===== config.mk =====
export PLATFORM = sky130hd
export DESIGN_NAME = timer_counter_16bit_pwm
export DESIGN_NICKNAME = d
export VERILOG_FILES = /design/src/hdl/tmr16_pkg.sv /design/src/hdl/tmr16_core.sv /design/src/hdl/timer_counter_16bit_pwm.sv
export SDC_FILE = /design/constraint.sdc
export NUM_CORES = 1
export LEC_CHECK = 0
export ABC_AREA = 1
export BUFFER_PORTS_ARGS = -buffer_cell sky130_fd_sc_hd__buf_2
export CAP_MARGIN = 30
export CORE_MARGIN = 3
export CORE_UTILIZATION = 45
export CTS_BUF_LIST = sky130_fd_sc_hd__clkbuf_4 sky130_fd_sc_hd__clkbuf_8
export DETAILED_ROUTE_END_ITERATION = 10
export HOLD_SLACK_MARGIN = 0.1
export PLACE_DENSITY = 0.65
export SETUP_SLACK_MARGIN = 0.5
export SKIP_LAST_GASP = 1
export SLEW_MARGIN = 20
export SYNTH_ARGS = -nofsm -noshare
export SYNTH_HDL_FRONTEND = slang
export SYNTH_SLANG_ARGS = --single-unit

===== constraint.sdc =====
create_clock -name i_clk -period 3.05 [get_ports i_clk]
set_clock_uncertainty 0.15 [all_clocks]
set_input_delay 0.305 -clock i_clk [delete_from_list [all_inputs] [get_ports i_clk]]
set_output_delay 0.305 -clock i_clk [all_outputs]
set_load 0.05 [all_outputs]

===== src/hdl/tmr16_pkg.sv =====
// ----------------------------------------------------------------------------
// Timer/counter package
// Shared constants, register codes and the result record of the 16-bit
// timer/counter with prescaler, clear-on-compare and fast PWM.
// ----------------------------------------------------------------------------
package tmr16_pkg;

    localparam int COUNT_WIDTH    = 16;
    localparam int VALUE_WIDTH    = 16;
    localparam int PRESCALE_WIDTH = 10;

    localparam int RATIO_8    = 8;
    localparam int RATIO_64   = 64;
    localparam int RATIO_256  = 256;
    localparam int RATIO_1024 = 1024;

    // operation codes
    localparam logic [2:0] OP_TICK    = 3'd0;
    localparam logic [2:0] OP_RESTART = 3'd1;
    localparam logic [2:0] OP_CLEAR   = 3'd2;
    localparam logic [2:0] OP_WRITE_A = 3'd3;
    localparam logic [2:0] OP_WRITE_B = 3'd4;

    // configuration register indexes
    localparam logic [2:0] REG_WAVE_MODE    = 3'd0;
    localparam logic [2:0] REG_CLOCK_SELECT = 3'd1;
    localparam logic [2:0] REG_OUT_MODE_A   = 3'd2;
    localparam logic [2:0] REG_OUT_MODE_B   = 3'd3;
    localparam logic [2:0] REG_TOP_VALUE    = 3'd4;
    localparam logic [2:0] REG_PRELOAD      = 3'd5;
    localparam logic [2:0] REG_IRQ_ENABLE   = 3'd6;

    // waveform modes
    localparam logic [1:0] WAVE_NORMAL = 2'd0;
    localparam logic [1:0] WAVE_CTC    = 2'd1;
    localparam logic [1:0] WAVE_PWM    = 2'd2;

    // clock selects
    localparam logic [2:0] CS_STOP    = 3'd0;
    localparam logic [2:0] CS_DIV1    = 3'd1;
    localparam logic [2:0] CS_DIV8    = 3'd2;
    localparam logic [2:0] CS_DIV64   = 3'd3;
    localparam logic [2:0] CS_DIV256  = 3'd4;
    localparam logic [2:0] CS_DIV1024 = 3'd5;

    // pin action codes
    localparam logic [1:0] PIN_OFF    = 2'd0;
    localparam logic [1:0] PIN_TOGGLE = 2'd1;
    localparam logic [1:0] PIN_CLEAR  = 2'd2;
    localparam logic [1:0] PIN_SET    = 2'd3;

    // flag bit positions
    localparam int FLAG_OVF = 0;
    localparam int FLAG_CMA = 1;
    localparam int FLAG_CMB = 2;

    typedef struct packed {
        logic [VALUE_WIDTH-1:0] count_value;
        logic                   pin_a;
        logic                   pin_b;
        logic [2:0]             flags;
        logic                   irq_request;
    } t_result;

    function automatic logic [PRESCALE_WIDTH-1:0] divider_mask(input logic [2:0] sel);
        logic [PRESCALE_WIDTH-1:0] m;
        case (sel)
            CS_DIV8:    m = PRESCALE_WIDTH'(RATIO_8 - 1);
            CS_DIV64:   m = PRESCALE_WIDTH'(RATIO_64 - 1);
            CS_DIV256:  m = PRESCALE_WIDTH'(RATIO_256 - 1);
            CS_DIV1024: m = PRESCALE_WIDTH'(RATIO_1024 - 1);
            default:    m = '0;
        endcase
        return m;
    endfunction

    function automatic logic match_pin(input logic cur, input logic [1:0] mode,
                                       input logic pwm);
        logic lvl;
        lvl = cur;
        case (mode)
            PIN_TOGGLE: lvl = pwm ? cur : ~cur;
            PIN_CLEAR:  lvl = 1'b0;
            PIN_SET:    lvl = 1'b1;
            default:    lvl = cur;
        endcase
        return lvl;
    endfunction

    function automatic logic bottom_pin(input logic cur, input logic [1:0] mode);
        logic lvl;
        lvl = cur;
        case (mode)
            PIN_CLEAR: lvl = 1'b1;
            PIN_SET:   lvl = 1'b0;
            default:   lvl = cur;
        endcase
        return lvl;
    endfunction

endpackage


===== src/hdl/tmr16_core.sv =====
// ----------------------------------------------------------------------------
// Timer/counter core
// Holds the configuration and timer state and works out the next state and
// the result of one beat in a single pass.
// ----------------------------------------------------------------------------
module tmr16_core (
    input  logic                             i_clk,
    input  logic                             i_rst_n,
    input  logic                             i_cfg_we,
    input  logic [2:0]                       i_cfg_index,
    input  logic [tmr16_pkg::VALUE_WIDTH-1:0] i_cfg_data,
    input  logic                             i_step,
    input  logic [2:0]                       i_operation,
    input  logic [tmr16_pkg::VALUE_WIDTH-1:0] i_write_value,
    input  logic [2:0]                       i_clear_mask,
    output tmr16_pkg::t_result               o_result
);

    localparam int CW = tmr16_pkg::COUNT_WIDTH;
    localparam int VW = tmr16_pkg::VALUE_WIDTH;
    localparam int PW = tmr16_pkg::PRESCALE_WIDTH;

    logic [1:0]    r_wave_mode;
    logic [2:0]    r_clock_select;
    logic [1:0]    r_out_mode_a;
    logic [1:0]    r_out_mode_b;
    logic [VW-1:0] r_top_value;
    logic [VW-1:0] r_preload;
    logic [2:0]    r_irq_enable;

    logic [CW-1:0] r_counter,   n_counter;
    logic [PW-1:0] r_prescale,  n_prescale;
    logic [VW-1:0] r_compare_a, n_compare_a;
    logic [VW-1:0] r_compare_b, n_compare_b;
    logic [VW-1:0] r_buffer_a,  n_buffer_a;
    logic [VW-1:0] r_buffer_b,  n_buffer_b;
    logic [2:0]    r_flags,     n_flags;
    logic [1:0]    r_levels,    n_levels;

    logic          pwm;
    logic          hit_a;
    logic          hit_b;
    logic          hit_top;
    logic          fire;

    always_ff @(posedge i_clk) begin
        if (!i_rst_n) begin
            r_wave_mode    <= '0;
            r_clock_select <= '0;
            r_out_mode_a   <= '0;
            r_out_mode_b   <= '0;
            r_top_value    <= '0;
            r_preload      <= '0;
            r_irq_enable   <= '0;
        end else if (i_cfg_we) begin
            case (i_cfg_index)
                tmr16_pkg::REG_WAVE_MODE:    r_wave_mode    <= i_cfg_data[1:0];
                tmr16_pkg::REG_CLOCK_SELECT: r_clock_select <= i_cfg_data[2:0];
                tmr16_pkg::REG_OUT_MODE_A:   r_out_mode_a   <= i_cfg_data[1:0];
                tmr16_pkg::REG_OUT_MODE_B:   r_out_mode_b   <= i_cfg_data[1:0];
                tmr16_pkg::REG_TOP_VALUE:    r_top_value    <= i_cfg_data;
                tmr16_pkg::REG_PRELOAD:      r_preload      <= i_cfg_data;
                tmr16_pkg::REG_IRQ_ENABLE:   r_irq_enable   <= i_cfg_data[2:0];
                default: ;
            endcase
        end
    end

    assign pwm     = (r_wave_mode == tmr16_pkg::WAVE_PWM);
    assign hit_a   = (r_counter == CW'(r_compare_a));
    assign hit_b   = (r_counter == CW'(r_compare_b));
    assign hit_top = (r_counter == CW'(r_top_value));

    always_comb begin
        n_counter   = r_counter;
        n_prescale  = r_prescale;
        n_compare_a = r_compare_a;
        n_compare_b = r_compare_b;
        n_buffer_a  = r_buffer_a;
        n_buffer_b  = r_buffer_b;
        n_flags     = r_flags;
        n_levels    = r_levels;
        fire        = 1'b0;

        case (i_operation)
            tmr16_pkg::OP_TICK: begin
                n_prescale = r_prescale + 1'b1;
                fire = (r_clock_select inside {[tmr16_pkg::CS_DIV1:tmr16_pkg::CS_DIV1024]})
                    && ((n_prescale & tmr16_pkg::divider_mask(r_clock_select)) == '0);
                if (fire) begin
                    if (hit_a) begin
                        n_flags[tmr16_pkg::FLAG_CMA] = 1'b1;
                        n_levels[0] = tmr16_pkg::match_pin(n_levels[0], r_out_mode_a, pwm);
                    end
                    if (hit_b) begin
                        n_flags[tmr16_pkg::FLAG_CMB] = 1'b1;
                        n_levels[1] = tmr16_pkg::match_pin(n_levels[1], r_out_mode_b, pwm);
                    end
                    if (pwm) begin
                        if (hit_top) begin
                            n_counter   = '0;
                            n_flags[tmr16_pkg::FLAG_OVF] = 1'b1;
                            n_compare_a = r_buffer_a;
                            n_compare_b = r_buffer_b;
                            n_levels[0] = tmr16_pkg::bottom_pin(n_levels[0], r_out_mode_a);
                            n_levels[1] = tmr16_pkg::bottom_pin(n_levels[1], r_out_mode_b);
                        end else begin
                            n_counter = r_counter + 1'b1;
                        end
                    end else if (r_wave_mode == tmr16_pkg::WAVE_CTC && hit_a) begin
                        n_counter = '0;
                    end else begin
                        if (&r_counter) begin
                            n_flags[tmr16_pkg::FLAG_OVF] = 1'b1;
                        end
                        n_counter = r_counter + 1'b1;
                    end
                end
            end
            tmr16_pkg::OP_RESTART: begin
                n_counter  = (r_wave_mode == tmr16_pkg::WAVE_CTC || pwm) ? '0
                                                                         : CW'(r_preload);
                n_prescale = '0;
                n_levels   = '0;
            end
            tmr16_pkg::OP_CLEAR: begin
                n_flags = r_flags & ~i_clear_mask;
            end
            tmr16_pkg::OP_WRITE_A: begin
                n_buffer_a = i_write_value;
                if (!pwm) begin
                    n_compare_a = i_write_value;
                end
            end
            tmr16_pkg::OP_WRITE_B: begin
                n_buffer_b = i_write_value;
                if (!pwm) begin
                    n_compare_b = i_write_value;
                end
            end
            default: ;
        endcase
    end

    always_ff @(posedge i_clk) begin
        if (!i_rst_n) begin
            r_counter   <= '0;
            r_prescale  <= '0;
            r_compare_a <= '0;
            r_compare_b <= '0;
            r_buffer_a  <= '0;
            r_buffer_b  <= '0;
            r_flags     <= '0;
            r_levels    <= '0;
        end else if (i_step) begin
            r_counter   <= n_counter;
            r_prescale  <= n_prescale;
            r_compare_a <= n_compare_a;
            r_compare_b <= n_compare_b;
            r_buffer_a  <= n_buffer_a;
            r_buffer_b  <= n_buffer_b;
            r_flags     <= n_flags;
            r_levels    <= n_levels;
        end
    end

    always_comb begin
        o_result.count_value = VW'(n_counter);
        o_result.pin_a       = n_levels[0];
        o_result.pin_b       = n_levels[1];
        o_result.flags       = n_flags;
        o_result.irq_request = |(n_flags & r_irq_enable);
    end

endmodule


===== src/hdl/timer_counter_16bit_pwm.sv =====
// ----------------------------------------------------------------------------
// 16-bit timer/counter with fast PWM
// Timer with prescaler, normal, clear-on-compare and fast PWM modes, two
// compare outputs, status flags and an interrupt request.
// ----------------------------------------------------------------------------
// Every beat (tick, restart, flag clear, compare write or a reserved code)
// gives exactly one result beat, which is registered and shown on the
// output channel the cycle after acceptance. A new beat is taken in every
// cycle while the result register is empty or being drained in the same
// cycle; the rate is one beat per cycle, set by the single-pass next-state
// logic of the core. Configuration writes take effect on the next beat and
// are meant for times when no beat is in flight.
module timer_counter_16bit_pwm (
    input  logic        i_clk,
    input  logic        i_rst_n,
    input  logic        i_cfg_we,
    input  logic [2:0]  i_cfg_index,
    input  logic [15:0] i_cfg_data,
    input  logic        i_in_valid,
    output logic        o_in_ready,
    input  logic [2:0]  i_operation,
    input  logic [15:0] i_write_value,
    input  logic [2:0]  i_clear_mask,
    output logic        o_out_valid,
    input  logic        i_out_ready,
    output logic [15:0] o_count_value,
    output logic        o_pin_a,
    output logic        o_pin_b,
    output logic [2:0]  o_flags,
    output logic        o_irq_request
);

    logic                 accept;
    logic                 r_out_valid;
    tmr16_pkg::t_result   r_result;
    tmr16_pkg::t_result   core_result;

    assign o_in_ready = !r_out_valid || i_out_ready;
    assign accept     = i_in_valid && o_in_ready;

    tmr16_core u_core (
        .i_clk         (i_clk),
        .i_rst_n       (i_rst_n),
        .i_cfg_we      (i_cfg_we),
        .i_cfg_index   (i_cfg_index),
        .i_cfg_data    (i_cfg_data),
        .i_step        (accept),
        .i_operation   (i_operation),
        .i_write_value (i_write_value),
        .i_clear_mask  (i_clear_mask),
        .o_result      (core_result)
    );

    always_ff @(posedge i_clk) begin
        if (!i_rst_n) begin
            r_out_valid <= 1'b0;
        end else if (accept) begin
            r_out_valid <= 1'b1;
        end else if (i_out_ready) begin
            r_out_valid <= 1'b0;
        end
    end

    always_ff @(posedge i_clk) begin
        if (accept) begin
            r_result <= core_result;
        end
    end

    assign o_out_valid   = r_out_valid;
    assign o_count_value = r_result.count_value;
    assign o_pin_a       = r_result.pin_a;
    assign o_pin_b       = r_result.pin_b;
    assign o_flags       = r_result.flags;
    assign o_irq_request = r_result.irq_request;

    a_accept_gives_beat: assert property (@(posedge i_clk) disable iff (!i_rst_n)
        accept |=> o_out_valid)
        else $error("accepted beat produced no result");

    a_irq_needs_flag: assert property (@(posedge i_clk) disable iff (!i_rst_n)
        (o_out_valid && o_irq_request) |-> (o_flags != 3'b000))
        else $error("interrupt request without a pending flag");

    a_clear_drops_flags: assert property (@(posedge i_clk) disable iff (!i_rst_n)
        (accept && i_operation == tmr16_pkg::OP_CLEAR)
            |=> ((o_flags & $past(i_clear_mask)) == 3'b000))
        else $error("flag clear left a masked flag set");

    a_restart_drops_pins: assert property (@(posedge i_clk) disable iff (!i_rst_n)
        (accept && i_operation == tmr16_pkg::OP_RESTART) |=> (!o_pin_a && !o_pin_b))
        else $error("restart left a compare pin high");

    a_ready_when_empty: assert property (@(posedge i_clk) disable iff (!i_rst_n)
        (!o_out_valid) |-> o_in_ready)
        else $error("input stalled with empty result register");

endmodule


==> results of run 1 <==
[per-layer routing]
layer | vias up | wire length [um] | global-route usage
met4 | 0 | 492 | 0.0687
met1 | 4153 | 13200 | 0.393
li1 | 4521 | - | -
met3 | 37 | 2700 | 0.0627
met5 | - | 0 | 0
met2 | 360 | 11800 | 0.364
[registers in the layout, summed over array words and instances, names as in the netlist, 10 cells and up]
| signal | flops |
|---|---|
| u_core.r_prescale | 10 |
| u_core.r_compare_a | 16 |
| u_core.r_compare_b | 16 |
| u_core.r_top_value | 16 |
| u_core.r_preload | 16 |
| u_core.r_buffer_a | 16 |
| o_count_value | 16 |
| u_core.r_buffer_b | 16 |
| u_core.r_counter | 16 |
[layout make-up]
cell class / count / area (sq um) / share of cell area
inverter: 174 / 653 / 0.0627
sequential: 162 / 3480 / 0.334
timing repair buffer: 146 / 1020 / 0.0982
clock inverter: 15 / 158 / 0.0151
tap: 260 / 325 / 0.0312
clock buffer: 17 / 234 / 0.0225
multi-input combinational: 961 / 4550 / 0.436
[metrics by stage]
step	instances	power, uW	worst slack [ns]	hold WS (ns)	utilization
floorplan	1357	2970	0.667	0.286	-
global placement	1653	3230	0.461	0.297	0.497
detailed placement	1653	3230	0.371	0.303	0.497
CTS	1722	4830	0.529	0.110	0.537
global route	1735	5090	0.509	0.161	0.548
finish	1735	4860	0.592	0.132	0.548
[logic make-up (layout without fill, tap and decap cells)]
logic type,after synthesis,after routing
flops,162,162
compound gates,263,263
simple gates,667,672
xor+xnor,22,22
buf+inv,239,352
fa+ha+maj,4,4
[power by group]
group / switching [uW] / leakage (uW) / internal (uW)
clock network: 959 / 0.000198 / 620
registers: 65.2 / 0.00137 / 2260
logic: 644 / 0.00316 / 312
total: 1670 / 0.00472 / 3200
[critical path, cell delays in order (launching register included)]
cell and delay [ns]:
dfxtp_1 0.33, inv_1 0.29, nand2_1 0.10, nand2_1 0.06, nand2_1 0.06, nor2_1 0.13
nand2_1 0.08, inv_1 0.05, nand2_1 0.12, a21oi_4 0.32, buf_4 0.21, nand3_4 0.21
a21oi_1 0.26
[worst max-delay path by stage]
stage                               startpoint                endpoint  slack [ns]  cells past startpoint
final                     u_core.r_counter[13]   u_core.r_compare_b[6]        0.59                     12
after floorplan                    o_out_valid        o_count_value[0]        0.67                      4
after detailed placement  u_core.r_prescale[0]   u_core.r_compare_a[3]        0.37                     14
after global routing      u_core.r_counter[13]   u_core.r_compare_b[6]        0.51                     12
after CTS                 u_core.r_prescale[1]   u_core.r_compare_a[3]        0.53                     14
after global placement    u_core.r_prescale[0]  u_core.r_compare_b[12]        0.46                     14
[timing repair]
action,CTS,global route
pin swaps,0,5
gates resized for setup,3,25
hold buffers,35,0
gates cloned,2,3
buffers inserted,0,10
hold endpoints to repair,71,0
setup endpoints to repair,35,72
[Yosys cell counts (all sizes together)]
| master | n | area, sq um |
|---|---|---|
| a21oi | 110 | 562 |
| a31oi | 1 | 6.26 |
| buf | 24 | 175 |
| clkbuf | 41 | 156 |
| clkinv | 2 | 7.51 |
| dfxtp | 140 | 2800 |
| edfxtp | 22 | 661 |
| ha | 4 | 50.1 |
| inv | 172 | 646 |
| nand2 | 397 | 1540 |
| nand3 | 95 | 528 |
| nand3b | 6 | 45.0 |
| nand4 | 14 | 87.6 |
| nor2 | 147 | 604 |
| nor3 | 6 | 30.0 |
| o211ai | 1 | 7.51 |
| o21ai | 150 | 751 |
| o21bai | 1 | 7.51 |
| or2 | 2 | 12.5 |
| xnor2 | 6 | 52.6 |
| xor2 | 16 | 140 |
==> run summary, run 1 <==
=================================================================================================================
Peak supply drop                                                                                       0.000295 V
Area delta synth->final                                                                                     17.5%
CTS root buffer                                                                                          clkbuf_8
First-pass detailed-route iteration total                                                                       5
Final Hold Violating Endpoints                                                                                  0
Unrepaired setup endpoints after global routing                                                                no
Vias in the first global route                                                                               8033
Vias per Instance                                                                                            5.23
Status                                                                                               finished, final reports clean
Actual transition at the worst max-transition pin                                                        0.862 ns
Flop2flop setup slack                                                                                     0.59 ns
Row count                                                                                                      50
Leakage                                                                                                0.00472 uW
Remaining global-route overflow                                                                                 0
Fraction of synthesized area in multiplexers                                                                    0
Hold Path End                                                                                          o_flags[0]
Fraction of layout cells with a size suffix above 1                                                         0.138
Per-instance average area after synthesis                                                              6.53 sq um
Die area                                                                                              21400 sq um
Antenna violations before repair                                                                                0
Synth Register Bits                                                                                           162
Leading cell types in the layout, fill and taps excluded                                             384 x nand2_1, 160 x inv_1, 139 x nor2_1, 132 x dfxtp_1, 125 x o21ai_0
Maximum frequency from static timing analysis                                                           0.407 GHz
Netlist Area Pre-Place                                                                                 8870 sq um
Arithmetic-cell share of the synthesized area counting full adders, half adders and majority gates        0.00564
Worst Hold Path Cells                                                                                           4
Share of the clock period used by the worst path after layout                                               0.806
DRT iter0 DRCs                                                                                                894
Clock transition at the register clock pins on the worst setup and hold paths after CTS                   0.11 ns
Clock Tree Buf Depth                                                                                            2
Number of levels in the clock H-tree                                                                            4
Worst R2R Path Depth                                                                                           12
Clock latency on the worst-skew pair                                                                      0.48 ns
Final-layout setup total negative slack                                                                      0 ns
Height of the die                                                                                          146 um
Routed wire length per instance                                                                           16.3 um
Required @ worst endpoint                                                                                 3.29 ns
Net count after synthesis                                                                                    1407
Final number of setup-violating endpoints                                                                       0
Final-report max-slew violation count                                                                           0
R2r endpoint                                                                                         u_core.r_compare_b[6]
TritonCTS clock tree                                                                                        built
Class of the tightest hold or removal check                                                                in2reg
Initial cell density of the core                                                                            0.466
Fraction of the mapped netlist area in compound gates                                                       0.150
FILL cells                                                                                                   1938
CTS Sinks                                                                                                     162
Launch point of the worst reg-to-reg path                                                            u_core.r_counter[13]
Time the worst path needs with I/O delays and setup                                                       2.46 ns
Core area                                                                                             19000 sq um
Cell count after synthesis                                                                                   1357
Final net count                                                                                              1512
Hpwl dp                                                                                                  19500 um
Power density over cell area                                                                          467 nW/um^2
DR vias                                                                                                      9071
Horiz. Die Dim                                                                                             146 um
Antenna Violating Nets Remaining                                                                                0
Largest fanout of any net on the critical path                                                                 16
Combinational family with the most area after synthesis                                              simple AND/OR/NAND/NOR gates
Headroom to the max-slew limit                                                                              0.421
Wire length of the first global-routing pass                                                             44100 um
# DRC                                                                                                           0
Share of synthesized cell area in and, or, nand and nor gates                                               0.321
Routability congestion estimate                                                                              1.01
Count of synthesis-stage warnings from yosys                                                                    0
Global Route Usage Sum                                                                                      0.259
Worst Min Path Start                                                                                 i_clear_mask[0]
Most common cell after layout, fill and taps aside                                                        nand2_1
Kind of launch point of the worst setup path                                                            flip-flop
Seq/Total Area, Yosys                                                                                       0.391
Parity-gate share of the synthesized area counting xor and xnor cells                                      0.0217
Type of destination of the critical path                                                                flip-flop
Number of library cell types mapped by synthesis                                                               35
Number of input and output port buffers inserted                                                               69
Ant diodes                                                                                                      0
Drt total wl                                                                                             28200 um
Area after detailed placement                                                                          9450 sq um
Arrival time at the worst endpoint                                                                        2.70 ns
Area of all placed cells without fillers                                                              10400 sq um
I/O pin count                                                                                                  70
Max cap viols                                                                                                   0
Largest net degree at the start of global routing                                                              68
Crit path kind                                                                                            reg2reg
Number of buffers created by CTS                                                                               17
=================================================================================================================
No activity file was read; power rests on OpenSTA's default activity.
==> run 2: changes to the inputs <==
ABC_AREA = 0   (was 1)
clock period = 2.4 ns   (was 3.05 ns; I/O delays follow)
==> run summary, run 2 <==
=================================================================================================================
Parity-gate share of the synthesized area counting xor and xnor cells                                      0.0572   was 0.0217
Register area                                                                                          3480 sq um   about the same
Final Hold Violating Endpoints                                                                                  0   unchanged
Share of synthesized cell area in and, or, nand and nor gates                                               0.208   was 0.321
Power, Total                                                                                              5770 uW   was 4860 uW
Status                                                                                               complete, but fails checks   was finished, final reports clean
Unrepaired setup endpoints after global routing                                                               yes   was no
Die area                                                                                              19300 sq um   was 21400 sq um
Post-synth top area cell                                                                                  dfxtp_1   unchanged
Arrival time at the worst endpoint                                                                        2.93 ns   was 2.70 ns
Worst setup path end                                                                                 o_count_value[6]   was u_core.r_compare_b[6]
Top cells by instance count after synthesis                                                          167 x nand2_1, 140 x dfxtp_1, 96 x a21oi_1, 86 x nor2_1, 58 x clkbuf_1   was 385 x nand2_1, 160 x inv_1, 140 x dfxtp_1, 139 x nor2_1, 129 x o21ai_0
FILL cells                                                                                                   1399   was 1938
Cell count after synthesis                                                                                    946   was 1357
Slowest cell on crit path                                                                                  or4b_4   was dfxtp_1
Critical Path Source                                                                                 u_core.r_prescale[0]   was u_core.r_counter[13]
# DRC                                                                                                           0   unchanged
Vias in the first global route                                                                               7283   was 8033
Seq/Total Area, Yosys                                                                                       0.435   was 0.391
Antenna Violating Nets Remaining                                                                                0   unchanged
Largest cells by area after synthesis                                                                dfxtp_1 35%, edfxtp_1 8.3%, nand2_1 7.9%   was dfxtp_1 32%, nand2_1 16%, edfxtp_1 7.5%
Most common cell after layout, fill and taps aside                                                        nand2_1   unchanged
Leading cell types in the layout, fill and taps excluded                                             159 x nand2_1, 128 x dfxtp_1, 112 x buf_4, 86 x a21oi_1, 83 x nor2_1   was 384 x nand2_1, 160 x inv_1, 139 x nor2_1, 132 x dfxtp_1, 125 x o21ai_0
Fraction of layout cells with a size suffix above 1                                                         0.302   was 0.138
Crit path kind                                                                                            reg2reg   unchanged
Crit-path cells                                                                                      ha_4, and4_4, and3_4, o311a_4, a211oi_4, buf_6, nand2_8, or4b_4, a21oi_4, a221o_1   was inv_1, nand2_1, nand2_1, nand2_1, nor2_1, nand2_1, inv_1, nand2_1, a21oi_4, buf_4, nand3_4, a21oi_1
Largest fanout of any net on the critical path                                                                  7   was 16
Time the worst path needs with I/O delays and setup                                                       2.75 ns   was 2.46 ns
Headroom to the max-slew limit                                                                              0.512   was 0.421
Biggest cell delay along the critical path                                                                0.50 ns   was 0.33 ns
CTS root buffer                                                                                          clkbuf_8   unchanged
Busiest layer in global routing                                                                              met2   was met1
Type of destination of the critical path                                                                flip-flop   unchanged
Actual transition at the worst max-transition pin                                                        0.732 ns   was 0.862 ns
Row count                                                                                                      47   was 50
Hpwl dp                                                                                                  16300 um   was 19500 um
Routed wire length per instance                                                                           17.4 um   was 16.3 um
Met1 usage in global routing                                                                                0.322   was 0.393
Power density over cell area                                                                          532 nW/um^2   was 467 nW/um^2
Final number of setup-violating endpoints                                                                      75   was 0
Worst R2R Path Depth                                                                                           10   was 12
Leakage                                                                                                0.00409 uW   was 0.00472 uW
Remaining global-route overflow                                                                                 0   unchanged
Antenna violations before repair                                                                                1   was 0
Vias per Instance                                                                                            5.57   was 5.23
Ys flop type                                                                                              dfxtp_1   unchanged
DR vias                                                                                                      7659   was 9071
Number of levels in the clock H-tree                                                                            4   unchanged
Initial cell density of the core                                                                            0.470   was 0.466
Height of the die                                                                                          139 um   was 146 um
Final net count                                                                                              1192   was 1512
Required @ worst endpoint                                                                                 2.57 ns   was 3.29 ns
Per-instance average area after synthesis                                                              8.41 sq um   was 6.53 sq um
Fraction of synthesized area in multiplexers                                                               0.0566   was 0
Class of the tightest hold or removal check                                                                in2reg   unchanged
Most frequently used cell type in the post-synthesis netlist                                              nand2_1   unchanged
Core area                                                                                             16900 sq um   was 19000 sq um
Number of input and output port buffers inserted                                                               69   unchanged
Routability congestion estimate                                                                             0.931   was 1.01
Share of flip-flops with an asynchronous set or reset                                                           0   unchanged
Clock transition at the register clock pins on the worst setup and hold paths after CTS                   0.09 ns   was 0.11 ns
Number of buffers created by CTS                                                                               17   unchanged
Arithmetic-cell share of the synthesized area counting full adders, half adders and majority gates        0.00629   was 0.00564
Fraction of met3 tracks used by global routing                                                             0.0362   was 0.0627
Final-report max-slew violation count                                                                           0   unchanged
First-pass detailed-route iteration total                                                                       8   was 5
Number of enable flip-flop cells after synthesis                                                               22   unchanged
Netlist Area Pre-Place                                                                                 7960 sq um   was 8870 sq um
Area of the multi-input gates                                                                          4690 sq um   was 4550 sq um
Share of the clock period used by the worst path after layout                                                1.15   was 0.806
Kind of launch point of the worst setup path                                                            flip-flop   unchanged
Fraction of the mapped netlist area in compound gates                                                       0.195   was 0.150
DRT iter0 DRCs                                                                                                685   was 894
Max cap viols                                                                                                   0   unchanged
Area delta synth->final                                                                                     36.1%   was 17.5%
Number of library cell types mapped by synthesis                                                               64   was 35
Launch point of the worst reg-to-reg path                                                            u_core.r_prescale[0]   was u_core.r_counter[13]
Clock Tree Buf Depth                                                                                            2   unchanged
Drt total wl                                                                                             23900 um   was 28200 um
Maximum frequency from static timing analysis                                                           0.363 GHz   was 0.407 GHz
Combinational family with the most area after synthesis                                              simple AND/OR/NAND/NOR gates   unchanged
Fraction of the core area covered by cells at the end of the flow                                           0.640   was 0.548
Horiz. Die Dim                                                                                             139 um   was 146 um
Area fraction of the dominant cell type after synthesis                                                     0.352   was 0.316
Wire length of the first global-routing pass                                                             38100 um   was 44100 um
Final worst slack                                                                                       -0.354 ns   was 0.592 ns
TritonCTS clock tree                                                                                        built   unchanged
Net count after synthesis                                                                                     996   was 1407
Met2 track demand over resource in global routing                                                           0.410   was 0.364
R2r endpoint                                                                                         o_count_value[6]   was u_core.r_compare_b[6]
Count of synthesis-stage warnings from yosys                                                                    0   unchanged
CTS Sinks                                                                                                     162   unchanged
Synth Register Bits                                                                                           162   unchanged
Violated checks                                                                                      negative setup slack
Flop2flop setup slack                                                                                    -0.35 ns   was 0.59 ns
Global Route Usage Sum                                                                                      0.244   was 0.259
Peak supply drop                                                                                       0.000504 V   was 0.000295 V
Clock latency on the worst-skew pair                                                                      0.46 ns   was 0.48 ns
Largest net degree at the start of global routing                                                              50   was 68
I/O pin count                                                                                                  70   unchanged
=================================================================================================================
run 2: changes by cell type after synthesis, sizes merged, moves of 10 or more:
cell,change
nand2,-229
inv,-162
o21ai,-114
nand3,-78
nor2,-61
mux2i,+45
xnor2,+45
a211oi,+36
clkbuf,+17
xor2,-15
a21oi,-14
a221o,+11
a22oi,+10
and3,+10
run 2: timing repair:
item                                    4_1_cts  5_1_grt
hold buffers                                 40        0
pin swaps                                    25       29
gates resized for setup                      48       66
buffers inserted                             14       10
endpoints found under the hold margin       110        0
endpoints found under the setup margin       79       83
cloned                                        3        0
run 2: cell families (layout without fill, tap and decap cells):
kind of cell	Yosys count	after routing
adder cells (fa/ha/maj)	4	4
buffers and inverters	84	291
other	0	1
multiplexers	45	45
AO/OA/AOI/OAI	239	239
AND/OR/NAND/NOR	360	361
XOR/XNOR	52	52
flip-flops	162	162
run 2: cell type report:
class,count,share of cell area
antenna,1,0.000231
clock buffer,20,0.0248
clock inverter,11,0.00947
inverter,11,0.00393
multi-input combinational,701,0.433
sequential,162,0.322
tap,220,0.0254
timing repair buffer,249,0.182
run 2: how the worst min path moves through the flow:
stage                    startpoint                    to  slack (ns)  cells after the start
2_1_floorplan            i_in_valid           o_out_valid        0.21                      2
3_3_place_gp   u_core.r_buffer_a[5]  u_core.r_buffer_a[5]        0.29                      2
3_5_place_dp   u_core.r_buffer_b[5]  u_core.r_buffer_b[5]        0.30                      2
4_1_cts                     i_rst_n   u_core.r_counter[9]        0.10                      3
5_1_grt                     i_rst_n   u_core.r_counter[9]        0.11                      3
6_report                    i_rst_n   u_core.r_counter[9]        0.13                      3
run 2: worst max-delay path, delay by kind of cell (launching register included):
kind | cells | cell delay (ns)
simple gates | 4 | 0.94
flops | 1 | 0.36
buf+inv | 1 | 0.19
compound gates | 4 | 0.83
fa+ha+maj | 1 | 0.16
run 2: per-layer routing:
| layer | share of wire | routed length (um) |
|---|---|---|
| met1 | 0.44 | 10400 |
| met5 | 0 | 0 |
| met4 | 0.024 | 565 |
| met2 | 0.48 | 11600 |
| met3 | 0.057 | 1370 |
run 2: power breakdown:
part,internal (uW),switching [uW]
Combinational,392,546
Sequential,2840,62.2
Clock,887,1040
Total,4120,1650
run 2: per-stage QoR:
stage          hold WS [ns]  std cells  setup TNS (ns)  area (sq um)  setup WS, ns
3_5_place_dp          0.296       1276          -16.66          9330        -0.368
6_report              0.132       1375          -15.91         10800        -0.354
4_1_cts               0.100       1364          -15.09         10500        -0.346
2_1_floorplan         0.209        946           -3.67          8190        -0.196
3_3_place_gp          0.291       1276          -15.12          9330        -0.334
5_1_grt               0.108       1375          -22.07         10800        -0.412
==> run 3: changes to the inputs <==
--- a/config.mk
+++ b/config.mk
@@ -16,2 +16,3 @@
 export PLACE_DENSITY = 0.65
+export REMOVE_ABC_BUFFERS = 1
 export SETUP_SLACK_MARGIN = 0.5
==> constraint.sdc (replaced) <==
create_clock -name i_clk -period 2.4 [get_ports i_clk]
set_clock_uncertainty 0.15 [all_clocks]
set_input_delay 0.36 -clock i_clk [delete_from_list [all_inputs] [get_ports i_clk]]
set_output_delay 0.36 -clock i_clk [all_outputs]
set_load 0.05 [all_outputs]
==> run summary, run 3 (synthesis gave the netlist of run 2 again) <==
======================================================================================================
Status                                                                                    complete, but fails checks   unchanged
Violated checks                                                                           negative setup slack   unchanged
DRT iter0 DRCs                                                                                     588   was 685
Height of the die                                                                               139 um   unchanged
Class of the tightest hold or removal check                                                     in2reg   unchanged
Peak supply drop                                                                            0.000390 V   was 0.000504 V
CTS Sinks                                                                                          162   unchanged
Vias in the first global route                                                                    7231   was 7283
Critical Path Source                                                                      u_core.r_prescale[0]   unchanged
DR vias                                                                                           7576   was 7659
Initial cell density of the core                                                                 0.470   unchanged
Antenna Violating Nets Remaining                                                                     0   unchanged
Arrival time at the worst endpoint                                                             3.01 ns   was 2.93 ns
Area after detailed placement                                                               9100 sq um   was 9330 sq um
Clock Tree Buf Depth                                                                                 2   unchanged
Final-report max-slew violation count                                                                0   unchanged
Largest fanout of any net on the critical path                                                      30   was 7
Worst R2R Path Depth                                                                                13   was 10
Die area                                                                                   19300 sq um   unchanged
Area delta synth->final                                                                          33.6%   was 36.1%
Final-layout setup total negative slack                                                      -19.73 ns   was -15.91 ns
Wire length of the first global-routing pass                                                  37400 um   was 38100 um
Routed wire length per instance                                                                18.0 um   was 17.4 um
Fraction of layout cells with a size suffix above 1                                              0.277   was 0.302
Number of input and output port buffers inserted                                                    69   unchanged
Crit path kind                                                                                 reg2reg   unchanged
Largest net degree at the start of global routing                                                   97   was 50
CTS root buffer                                                                               clkbuf_8   unchanged
Final net count                                                                                   1165   was 1192
I/O pin count                                                                                       70   unchanged
FILL cells                                                                                        1466   was 1399
Number of levels in the clock H-tree                                                                 4   unchanged
Routability congestion estimate                                                                  0.943   was 0.931
Remaining global-route overflow                                                                      0   unchanged
Row count                                                                                           47   unchanged
Final number of setup-violating endpoints                                                           75   unchanged
Worst Hold Path Cells                                                                                4   was 3
Core area                                                                                  16900 sq um   unchanged
Drt total wl                                                                                  24200 um   was 23900 um
Share of the clock period used by the worst path after layout                                     1.16   was 1.15
Time the worst path needs with I/O delays and setup                                            2.78 ns   was 2.75 ns
Headroom to the max-slew limit                                                                   0.442   was 0.512
Antenna violations before repair                                                                     0   was 1
Horiz. Die Dim                                                                                  139 um   unchanged
Final Hold Violating Endpoints                                                                       0   unchanged
Most common cell after layout, fill and taps aside                                             nand2_1   unchanged
Hpwl dp                                                                                       15800 um   was 16300 um
Worst setup path end                                                                      u_core.r_compare_a[4]   was o_count_value[6]
Vias per Instance                                                                                 5.62   was 5.57
TritonCTS clock tree                                                                             built   unchanged
Clock transition at the register clock pins on the worst setup and hold paths after CTS        0.10 ns   was 0.09 ns
Final worst slack                                                                            -0.379 ns   was -0.354 ns
Maximum frequency from static timing analysis                                                0.360 GHz   was 0.363 GHz
Clock latency on the worst-skew pair                                                           0.47 ns   was 0.46 ns
Register area                                                                               3470 sq um   was 3480 sq um
Flop2flop setup slack                                                                         -0.38 ns   was -0.35 ns
Kind of launch point of the worst setup path                                                 flip-flop   unchanged
Number of buffers created by CTS                                                                    17   unchanged
Launch point of the worst reg-to-reg path                                                 u_core.r_prescale[0]   unchanged
Max cap viols                                                                                        0   unchanged
Actual transition at the worst max-transition pin                                             0.836 ns   was 0.732 ns
Power density over cell area                                                               542 nW/um^2   was 532 nW/um^2
Area of all placed cells without fillers                                                   10600 sq um   was 10800 sq um
Area of the multi-input gates                                                               4650 sq um   was 4690 sq um
# DRC                                                                                                0   unchanged
Unrepaired setup endpoints after global routing                                                    yes   unchanged
Global Route Usage Sum                                                                           0.240   was 0.244
R2r endpoint                                                                              u_core.r_compare_a[4]   was o_count_value[6]
First-pass detailed-route iteration total                                                            5   was 8
Ant diodes                                                                                           0   was 1
Leakage                                                                                     0.00400 uW   was 0.00409 uW
Leading cell types in the layout, fill and taps excluded                                  160 x nand2_1, 135 x dfxtp_1, 91 x buf_4, 84 x nor2_1, 84 x a21oi_1   was 159 x nand2_1, 128 x dfxtp_1, 112 x buf_4, 86 x a21oi_1, 83 x nor2_1
Required @ worst endpoint                                                                      2.63 ns   was 2.57 ns
Type of destination of the critical path                                                     flip-flop   unchanged
======================================================================================================
[run 3: cell count changes in the layout (fill, tap and decap cells not counted), moves of 4 or more]
| cell | delta |
|---|---|
| buf_4 | -21 |
| a211oi_1 | +11 |
| a211oi_2 | -11 |
| dfxtp_1 | +7 |
| buf_6 | -6 |
| dfxtp_2 | -6 |
| dlygate4sd3_1 | -6 |
| xnor2_2 | +4 |
[run 3: power breakdown]
part | internal, uW | switching (uW)
registers | 2840 | 54.4
logic | 378 | 544
clock network | 810 | 1140
total | 4020 | 1740
[run 3: per-layer routing]
layer,global-route usage,vias up,routed length (um)
met3,0.0552,37,1700
met5,0,-,0
li1,-,3693,-
met1,0.309,3595,10400
met2,0.403,251,11700
met4,0.0685,0,433
[run 3: worst min-delay path by stage]
stage / startpoint / slack (ns) / to
after floorplan: u_core.r_buffer_b[0] / 0.29 / u_core.r_buffer_b[0]
after global placement: u_core.r_buffer_b[8] / 0.29 / u_core.r_buffer_b[8]
after detailed placement: u_core.r_buffer_a[5] / 0.30 / u_core.r_buffer_a[5]
after CTS: i_clear_mask[1] / 0.17 / u_core.r_flags[1]
after global routing: i_rst_n / 0.20 / u_core.r_counter[9]
final: i_clear_mask[1] / 0.20 / u_core.r_flags[1]
[run 3: timing repair]
| item | 4_1_cts | 5_1_grt |
|---|---|---|
| hold endpoints to repair | 70 | 0 |
| resized for setup | 73 | 51 |
| setup buffers | 10 | 5 |
| hold buffers | 34 | 0 |
| endpoints found under the setup margin | 100 | 94 |
| pin swaps | 31 | 41 |
| gates cloned | 2 | 3 |
[run 3: metrics by stage]
stage	power [uW]	utilization	hold WS (ns)	instances	setup WS, ns
2_1_floorplan	3390	-	0.286	873	-1.17
3_3_place_gp	3720	0.537	0.292	1262	-0.399
3_5_place_dp	3730	0.537	0.296	1262	-0.465
4_1_cts	5740	0.605	0.166	1340	-0.315
5_1_grt	5990	0.628	0.203	1348	-0.501
6_report	5770	0.628	0.203	1348	-0.379
[run 3: worst max-delay path: stages (launching register included)]
cell and delay (ns):
dfxtp_2 0.34, ha_4 0.15, and4_4 0.19, and3_4 0.17
o311a_4 0.31, a211oi_4 0.21, buf_6 0.17, buf_6 0.13
buf_4 0.11, nand4_1 0.12, o21ai_2 0.11, buf_12 0.19
nor2_1 0.07, a211oi_1 0.25
[run 3: cell type report]
type	count	area share
flip-flops and latches	162	0.327
clock buffers	19	0.0246
clock inverters	13	0.0107
repair buffers	222	0.171
well taps	220	0.0259
multi-input cells	701	0.437
inverters	11	0.00435
